<file path="config.mk">
export PLATFORM = sky130hd
export DESIGN_NAME = multi_quadrature_detent_decoder
export DESIGN_NICKNAME = d
export VERILOG_FILES = /design/src/hw/rtl/mqdd_pkg.sv /design/src/hw/rtl/mqdd_lane.sv /design/src/hw/rtl/mqdd_outq.sv /design/src/hw/rtl/multi_quadrature_detent_decoder.sv
export SDC_FILE = /design/constraint.sdc
export NUM_CORES = 1
export LEC_CHECK = 0
export ABC_CLOCK_PERIOD_IN_PS = 21000
export BUFFER_PORTS_ARGS = -buffer_cell sky130_fd_sc_hd__buf_2
export CAP_MARGIN = 30
export CORE_UTILIZATION = 30
export DETAILED_ROUTE_END_ITERATION = 16
export GPL_ROUTABILITY_DRIVEN = 0
export PLACE_DENSITY = 0.42
export SYNTH_ARGS = -nofsm -noshare
export SYNTH_HDL_FRONTEND = slang
export SYNTH_HIERARCHICAL = 1
export SYNTH_SLANG_ARGS = --single-unit
</file>
<file path="constraint.sdc">
create_clock -name i_clk -period 21 [get_ports i_clk]
set_input_delay 2.1 -clock i_clk [delete_from_list [all_inputs] [get_ports i_clk]]
set_output_delay 2.1 -clock i_clk [all_outputs]
set_load 0.1 [all_outputs]
</file>
<file path="src/hw/rtl/mqdd_pkg.sv">
// ----------------------------------------------------------------------------
// Multi quadrature detent decoder package
// Shared constants, the lane control bundle and the transition lookup.
// ----------------------------------------------------------------------------
package mqdd_pkg;

    // Fixed field layout of the stream ports.
    localparam int MAX_ENCODERS  = 8;
    localparam int POS_FIELD_W   = 16;
    localparam int PINS_W        = 16;
    localparam int PIN_IDX_W     = 4;
    localparam int IN_DATA_W     = 16;
    localparam int OUT_DATA_W    = MAX_ENCODERS * POS_FIELD_W;
    localparam int OUT_USER_W    = 1;

    // Parameter defaults.
    localparam int NUM_ENCODERS_DEF  = 8;
    localparam int POSITION_BITS_DEF = 16;

    // Configuration register indexes and reset values.
    localparam int CFG_ADDR_W = 2;
    localparam int CFG_DATA_W = 32;
    localparam logic [CFG_ADDR_W-1:0] CFG_PIN_MAP_A    = 2'd0;
    localparam logic [CFG_ADDR_W-1:0] CFG_PIN_MAP_B    = 2'd1;
    localparam logic [CFG_ADDR_W-1:0] CFG_STEPS_DETENT = 2'd2;

    localparam logic [31:0] PIN_MAP_A_RESET = 32'hEC02_579A;
    localparam logic [31:0] PIN_MAP_B_RESET = 32'hFD13_648B;
    localparam logic [2:0]  DETENT_RESET    = 3'd4;

    // Per-sample control handed to every lane.
    typedef struct packed {
        logic       accept;    // a sample transfer happens this cycle
        logic       update;    // reference levels exist, so decode
        logic [2:0] detent;    // effective substeps per detent, 1 to 4
    } t_lane_ctl;

    // Gray-code transition value indexed by {prev_a, prev_b, cur_a, cur_b}.
    // No change and a double change both give zero.
    function automatic logic signed [1:0] gray_delta(input logic [3:0] idx);
        logic signed [1:0] d;
        unique case (idx)
            4'h1, 4'h7, 4'h8, 4'hE: d = -2'sd1;
            4'h2, 4'h4, 4'hB, 4'hD: d = 2'sd1;
            default:                d = 2'sd0;
        endcase
        return d;
    endfunction

    // Zero acts as one, five to seven act as four.
    function automatic logic [2:0] eff_detent(input logic [2:0] k);
        logic [2:0] r;
        if (k == 3'd0) begin
            r = 3'd1;
        end else if (k > 3'd4) begin
            r = 3'd4;
        end else begin
            r = k;
        end
        return r;
    endfunction

endpackage

</file>
<file path="src/hw/rtl/mqdd_lane.sv">
// ----------------------------------------------------------------------------
// Decoder lane
// Picks one encoder's A and B pins, tracks its substep and detent count.
// ----------------------------------------------------------------------------
module mqdd_lane
    import mqdd_pkg::*;
#(
    parameter int POSITION_BITS = POSITION_BITS_DEF
) (
    input  logic                     i_clk,
    input  logic                     i_rst_n,
    input  t_lane_ctl                i_ctl,
    input  logic [PINS_W-1:0]        i_pins,
    input  logic [PIN_IDX_W-1:0]     i_pin_a,
    input  logic [PIN_IDX_W-1:0]     i_pin_b,
    output logic [POSITION_BITS-1:0] o_next_position
);

    logic                     r_prev_a;
    logic                     r_prev_b;
    logic signed [2:0]        r_substep;
    logic [POSITION_BITS-1:0] r_position;

    logic                     w_cur_a;
    logic                     w_cur_b;
    logic signed [1:0]        w_delta;
    logic signed [3:0]        w_sum;
    logic signed [3:0]        w_k;
    logic signed [2:0]        n_substep;
    logic [POSITION_BITS-1:0] n_position;

    assign w_cur_a = i_pins[i_pin_a];
    assign w_cur_b = i_pins[i_pin_b];
    assign w_delta = gray_delta({r_prev_a, r_prev_b, w_cur_a, w_cur_b});
    assign w_sum   = {r_substep[2], r_substep} + {{2{w_delta[1]}}, w_delta};
    assign w_k     = {1'b0, i_ctl.detent};

    always_comb begin
        n_substep  = r_substep;
        n_position = r_position;
        if (i_ctl.update) begin
            if (w_sum >= w_k) begin
                n_substep  = 3'(w_sum - w_k);
                n_position = r_position + POSITION_BITS'(1);
            end else if (w_sum <= -w_k) begin
                n_substep  = 3'(w_sum + w_k);
                n_position = r_position - POSITION_BITS'(1);
            end else begin
                n_substep  = 3'(w_sum);
            end
        end
    end

    assign o_next_position = n_position;

    always_ff @(posedge i_clk) begin
        if (!i_rst_n) begin
            r_prev_a   <= 1'b0;
            r_prev_b   <= 1'b0;
            r_substep  <= 3'sd0;
            r_position <= '0;
        end else if (i_ctl.accept) begin
            r_prev_a   <= w_cur_a;
            r_prev_b   <= w_cur_b;
            r_substep  <= n_substep;
            r_position <= n_position;
        end
    end

endmodule

</file>
<file path="src/hw/rtl/mqdd_outq.sv">
// ----------------------------------------------------------------------------
// Result merge and output queue
// Packs the lane positions into one result and holds up to two results.
// ----------------------------------------------------------------------------
module mqdd_outq
    import mqdd_pkg::*;
#(
    parameter int NUM_ENCODERS  = NUM_ENCODERS_DEF,
    parameter int POSITION_BITS = POSITION_BITS_DEF
) (
    input  logic                     i_clk,
    input  logic                     i_rst_n,
    input  logic                     i_push,
    input  logic [POSITION_BITS-1:0] i_position [NUM_ENCODERS],
    input  logic                     i_initial,
    output logic                     o_space,
    output logic                     o_valid,
    input  logic                     i_ready,
    output logic [OUT_DATA_W-1:0]    o_data,
    output logic [OUT_USER_W-1:0]    o_user
);

    logic [OUT_DATA_W-1:0] w_data;
    logic [OUT_DATA_W-1:0] r_data [2];
    logic [OUT_USER_W-1:0] r_user [2];
    logic                  r_wr_ptr;
    logic                  r_rd_ptr;
    logic [1:0]            r_count;
    logic                  w_pop;

    // Encoder slots beyond the built lanes always read zero.
    for (genvar e = 0; e < MAX_ENCODERS; e++) begin : g_slot
        if (e < NUM_ENCODERS) begin : g_used
            if (POSITION_BITS >= POS_FIELD_W) begin : g_trunc
                assign w_data[e*POS_FIELD_W +: POS_FIELD_W] =
                    i_position[e][POS_FIELD_W-1:0];
            end else begin : g_ext
                assign w_data[e*POS_FIELD_W +: POS_FIELD_W] =
                    {{(POS_FIELD_W-POSITION_BITS){1'b0}}, i_position[e]};
            end
        end else begin : g_unused
            assign w_data[e*POS_FIELD_W +: POS_FIELD_W] = '0;
        end
    end

    assign w_pop   = o_valid && i_ready;
    assign o_valid = (r_count != 2'd0);
    assign o_space = (r_count != 2'd2);
    assign o_data  = r_data[r_rd_ptr];
    assign o_user  = r_user[r_rd_ptr];

    always_ff @(posedge i_clk) begin
        if (i_push) begin
            r_data[r_wr_ptr] <= w_data;
            r_user[r_wr_ptr] <= OUT_USER_W'(i_initial);
        end
    end

    always_ff @(posedge i_clk) begin
        if (!i_rst_n) begin
            r_wr_ptr <= 1'b0;
            r_rd_ptr <= 1'b0;
            r_count  <= 2'd0;
        end else begin
            if (i_push) begin
                r_wr_ptr <= ~r_wr_ptr;
            end
            if (w_pop) begin
                r_rd_ptr <= ~r_rd_ptr;
            end
            r_count <= r_count + 2'(i_push) - 2'(w_pop);
        end
    end

endmodule

</file>
<file path="src/hw/rtl/multi_quadrature_detent_decoder.sv">
// ----------------------------------------------------------------------------
// Multi quadrature detent decoder
// Decodes up to eight quadrature encoders from two sampled 8-bit pin ports.
// ----------------------------------------------------------------------------
// The block accepts one pin sample per clock cycle while the output queue
// has room and delivers one result per sample. Every encoder has its own
// lane that selects its A and B pins through the pin maps, looks up the
// Gray-code transition against the previous sample, accumulates substeps and
// moves the detent count by one each time steps_per_detent substeps are
// reached; all lanes update in the cycle of the transfer. A two-entry output
// queue lets the block keep taking samples while one result waits on the
// master side, so s_tready only drops when two results are pending. The first
// sample after reset only records the reference levels and is reported with
// the initial flag set. Configuration is written through a plain write port
// and should be changed only while no result is pending.
// ----------------------------------------------------------------------------
module multi_quadrature_detent_decoder
    import mqdd_pkg::*;
#(
    parameter int NUM_ENCODERS  = NUM_ENCODERS_DEF,
    parameter int POSITION_BITS = POSITION_BITS_DEF
) (
    input  logic                  i_clk,
    input  logic                  i_rst_n,

    // Configuration write port.
    input  logic                  i_cfg_we,
    input  logic [CFG_ADDR_W-1:0] i_cfg_addr,
    input  logic [CFG_DATA_W-1:0] i_cfg_wdata,

    // Sample stream.
    input  logic                  s_tvalid,
    output logic                  s_tready,
    input  logic [IN_DATA_W-1:0]  s_tdata,   // [7:0] port_a_levels, [15:8] port_b_levels

    // Result stream.
    output logic                  m_tvalid,
    input  logic                  m_tready,
    output logic [OUT_DATA_W-1:0] m_tdata,   // position_0 in [15:0] up to position_7
    output logic [OUT_USER_W-1:0] m_tuser    // [0] initial_sample
);

    logic [31:0] r_pin_map_a;
    logic [31:0] r_pin_map_b;
    logic [2:0]  r_steps;
    logic        r_ref_taken;

    logic                     w_accept;
    t_lane_ctl                w_ctl;
    logic [POSITION_BITS-1:0] w_next_pos [NUM_ENCODERS];

    // Configuration registers.
    always_ff @(posedge i_clk) begin
        if (!i_rst_n) begin
            r_pin_map_a <= PIN_MAP_A_RESET;
            r_pin_map_b <= PIN_MAP_B_RESET;
            r_steps     <= DETENT_RESET;
        end else if (i_cfg_we) begin
            unique case (i_cfg_addr)
                CFG_PIN_MAP_A:    r_pin_map_a <= i_cfg_wdata;
                CFG_PIN_MAP_B:    r_pin_map_b <= i_cfg_wdata;
                CFG_STEPS_DETENT: r_steps     <= i_cfg_wdata[2:0];
                default: begin
                end
            endcase
        end
    end

    // A transfer happens whenever a sample is valid and the output queue has room for its result.
    assign w_accept = s_tvalid && s_tready;

    // The first sample after reset only sets the reference levels.
    always_ff @(posedge i_clk) begin
        if (!i_rst_n) begin
            r_ref_taken <= 1'b0;
        end else if (w_accept) begin
            r_ref_taken <= 1'b1;
        end
    end

    assign w_ctl.accept = w_accept;
    assign w_ctl.update = r_ref_taken;
    assign w_ctl.detent = eff_detent(r_steps);

    // One lane per encoder; each picks its pins through its nibble of the maps.
    for (genvar i = 0; i < NUM_ENCODERS; i++) begin : g_lane
        mqdd_lane #(
            .POSITION_BITS (POSITION_BITS)
        ) u_lane (
            .i_clk           (i_clk),
            .i_rst_n         (i_rst_n),
            .i_ctl           (w_ctl),
            .i_pins          (s_tdata),
            .i_pin_a         (r_pin_map_a[i*PIN_IDX_W +: PIN_IDX_W]),
            .i_pin_b         (r_pin_map_b[i*PIN_IDX_W +: PIN_IDX_W]),
            .o_next_position (w_next_pos[i])
        );
    end

    // The result of a sample carries the positions after that sample.
    mqdd_outq #(
        .NUM_ENCODERS  (NUM_ENCODERS),
        .POSITION_BITS (POSITION_BITS)
    ) u_outq (
        .i_clk      (i_clk),
        .i_rst_n    (i_rst_n),
        .i_push     (w_accept),
        .i_position (w_next_pos),
        .i_initial  (!r_ref_taken),
        .o_space    (s_tready),
        .o_valid    (m_tvalid),
        .i_ready    (m_tready),
        .o_data     (m_tdata),
        .o_user     (m_tuser)
    );

    // Every accepted sample leaves a result pending in the next cycle.
    a_result_follows: assert property (@(posedge i_clk) disable iff (!i_rst_n)
        w_accept |=> m_tvalid)
        else $error("accepted sample produced no pending result");

    // The reference flag is set by the first transfer and reported once.
    a_reference_once: assert property (@(posedge i_clk) disable iff (!i_rst_n)
        (w_accept && !r_ref_taken) |=> (r_ref_taken && m_tvalid))
        else $error("reference sample not recorded");

    // Back pressure only appears while results are waiting.
    a_full_has_output: assert property (@(posedge i_clk) disable iff (!i_rst_n)
        !s_tready |-> m_tvalid)
        else $error("input stalled with no pending result");

    // Reset empties the queue and reopens the input.
    a_reset_clears: assert property (@(posedge i_clk)
        !i_rst_n |=> (!m_tvalid && s_tready))
        else $error("reset did not clear the output queue");

endmodule
</file>
==> flow_summary_export.csv <==
group,metric,value,unit
global_route,grt_pass1_wl,134,mm
global_route,gr-total-overflow,0,
cells_and_area,drive_gt1_share,20.0,%
power_and_ir_drop,p_leak,0.0136,µW
critical_path,r2r-start,"r_pin_map_a[24]",
synth,synthTopCellsByArea,"edfxtp_1, dfxtp_1, mux4_2, ha_1, mux2_2",
synth,ys_ff_latch,499,
clocking,htreeDepth,2,
timing,hold_violations,0,
global_route,antenna_found_initial,5,
floorplan,row_count,118,
synth,synth-edff-count,258,
timing,tns,0,ps
timing,tightest_slew,1000,ps
worst_hold_path,hold_class,"flip-flop to flip-flop",
critical_path,r2r_slack,15040,ps
critical_path,cp-end-kind,"flip-flop",
cells_and_area,syn_to_final_growth,12.8,%
timing,fin_crit_sh,33.8,%
power_and_ir_drop,vdd_ir_drop_max,0.124,mV
critical_path,worstPathCellList,"buf_2, mux4_2, mux4_2, inv_1, ha_1, xnor2_1, xnor2_1, ha_1, fa_1, inv_1, fa_1, a21boi_1, o21a_1, o21ai_1, or4_1, a21oi_1",
route,first_iter_violations,1565,
floorplan,initial_core_util,30.3,%
synth,async_flop_share,0,%
synth,postSynthAreaPerCell,10.6,µm²
worst_hold_path,min_from,"r_steps[2]",
floorplan,dieArea,106000,µm²
critical_path,cp.arrival,7670,ps
power_and_ir_drop,powerDensity,160,nW/µm²
route,wire_per_inst,19.2,µm
timing,skew,20.8,ps
global_route,grt_max_degree,131,
floorplan,fp.dieW,325,µm
clocking,numCtsBuffers,60,
critical_path,crit_type,"input pin to flip-flop",
timing,rsz0062_at_grt,"false",
global_route,track_usage,15.8,%
critical_path,critPathMaxFanout,20,
clocking,post_cts_buffers,0,
route,ant_nets,0,
timing,max_freq,141,MHz
critical_path,slowest_delay,660,ps
timing,max_slew_margin,32.7,%
floorplan,core-area,103000,µm²
cells_and_area,diodes,0,
floorplan,fp.dieH,325,µm
synth,synth_area_leader_cell,"edfxtp_1",
route,via_per_inst,5.19,
synth,synth_top_area_share,24.7,%
synth,syn_area,31300,µm²
critical_path,r2r_end,"g_lane[6].u_lane/r_position[15]",
route,drc,0,
route,dr.pass1.iters,5,
timing,fin_crit,7090,ps
placement,port_buffers,185,
clocking,cts_num_sinks,499,
placement,dp_hpwl,58.8,mm
cells_and_area,finalNonFillerCells,4483,
cells_and_area,fillers,10300,
run,max_cap_viol_count,0,
timing,drv_slew,0,
synth,netlist_instances,2944,
synth,syn_nets,3169,
clocking,cts_buffer_depth,3,
critical_path,critPathBufInv,3,
critical_path,cp_slowest_cell,"o21a_1",
synth,yosysWarnings,6,
placement,pre_cts_ws,13280,ps
placement,dp_cells,4370,
clocking,clockRootBuffer,"clkbuf_16",
critical_path,cp.required,21580,ps
worst_hold_path,hold_depth,1,
floorplan,io_pins,186,
clocking,path_clk_slew,60,ps
route,vias,23300,
clocking,cts_tree,"yes",
clocking,hold_buffers,0,
route,finalWirelength,86.1,mm
critical_path,crit_path_start_kind,"input pin",
outcome,status,"complete, no violations",
clocking,insertion_delay,650,ps
cells_and_area,finalNetCount,3278,
timing,setup_viol,0,
critical_path,r2r_cells,15,
clocking,cts-resized-gates,0,
timing,fin_ws,13910,ps
worst_hold_path,min_to,"r_steps[2]",
synth,synth_cell_types,109,
critical_path,cp_top_family,"compound AO/OA/AOI/OAI gates",
synth,synth.yosys.seq_area_share,40.1,%
global_route,grt_pass1_vias,23000,
cells_and_area,layout_common_cells,"edfxtp_1, dfxtp_1, nand2_1",
cells_and_area,final_common_cell,"edfxtp_1",
synth,synth_ff_type,"edfxtp_1",
-- power by group --
part	total (µW)	switching, µW	internal, µW
combinational	3130	2240	899
sequential	1460	147	1320
clock	1070	425	648
total	5670	2810	2860
-- sequential cells by signal (all words and copies together) (netlist names), named ones only --
register / cells
g_lane.u_lane/r_position: 128
u_outq/r_rd_ptr: 1
u_outq/r_wr_ptr: 1
g_lane.u_lane/r_prev_b: 8
g_lane.u_lane/r_substep: 24
u_outq/r_count: 2
u_outq/r_user: 2
r_pin_map_b: 32
u_outq/r_data: 256
g_lane.u_lane/r_prev_a: 8
r_ref_taken: 1
r_pin_map_a: 32
r_steps: 3
-- Yosys cell counts (20+ instances only) --
cell      number
buf_2         38
nand3_1       96
mux2_2       138
nor3_1        64
xor2_1        97
inv_1        133
xnor2_1       91
a21oi_1       94
mux2i_1      119
fa_1          24
clkbuf_1      80
a31oi_1       28
o21ai_0      136
nor4_1        25
and2_1        29
nand2b_1      46
a21boi_1      22
nor2b_1       52
ha_1         146
edfxtp_1     258
a32oi_1       24
dfxtp_1      241
buf_6         25
or3_1         76
mux4_2        88
and3_1        26
o21a_1        20
nor2_1       155
nand2_1      224
-- layout make-up --
type / count / area, µm² / share of cell area [%]
Inverter: 141 / 534 / 1.51
Tap cell: 1380 / 1730 / 4.89
Sequential cell: 499 / 12600 / 35.6
Clock buffer: 88 / 1710 / 4.85
Multi-Input combinational cell: 2148 / 17400 / 49.2
Timing Repair Buffer: 203 / 1080 / 3.06
Clock inverter: 24 / 305 / 0.864
-- worst max-delay path by stage --
stage	from	end	cells past startpoint
after floorplan	s_tvalid	u_outq/r_data[0][0]	2
after global placement	s_tdata[15]	g_lane[2].u_lane/r_position[6]	17
after detailed placement	s_tdata[11]	g_lane[5].u_lane/r_position[4]	17
after CTS	s_tdata[15]	g_lane[6].u_lane/r_position[15]	16
after global routing	s_tdata[11]	g_lane[5].u_lane/r_position[11]	17
final	s_tdata[15]	g_lane[6].u_lane/r_position[15]	16
-- kinds of logic after synthesis --
| logic type | Yosys count | share of synthesized area [%] |
|---|---|---|
| AND/OR/NAND/NOR | 938 | 16.4 |
| AO/OA/AOI/OAI | 503 | 11.0 |
| flip-flops | 499 | 40.1 |
| multiplexers | 348 | 15.3 |
| buffers and inverters | 297 | 4.47 |
| XOR/XNOR | 189 | 5.33 |
| adder cells (fa/ha/maj) | 170 | 7.36 |
-- metrics by stage --
step	cell area, µm²	hold slack [ps]	utilization [%]	total power, µW
after floorplan	31300	438	-	4000
after global placement	33300	438	32.2	4590
after detailed placement	33300	442	32.2	4630
after CTS	35300	457	34.1	5740
after global routing	35300	479	34.1	6010
final	35300	450	34.1	5670
-- per-layer routing --
| layer | global-route usage (%) | vias up | part of all wire (%) |
|---|---|---|---|
| met5 | 0 | - | 0 |
| met4 | 4.41 | 0 | 2.4 |
| met3 | 2.90 | 132 | 5.4 |
| met2 | 25.9 | 667 | 47 |
| met1 | 21.3 | 11400 | 45 |
| li1 | - | 11100 | - |
Note: power is estimated with default switching activity, not from simulation.
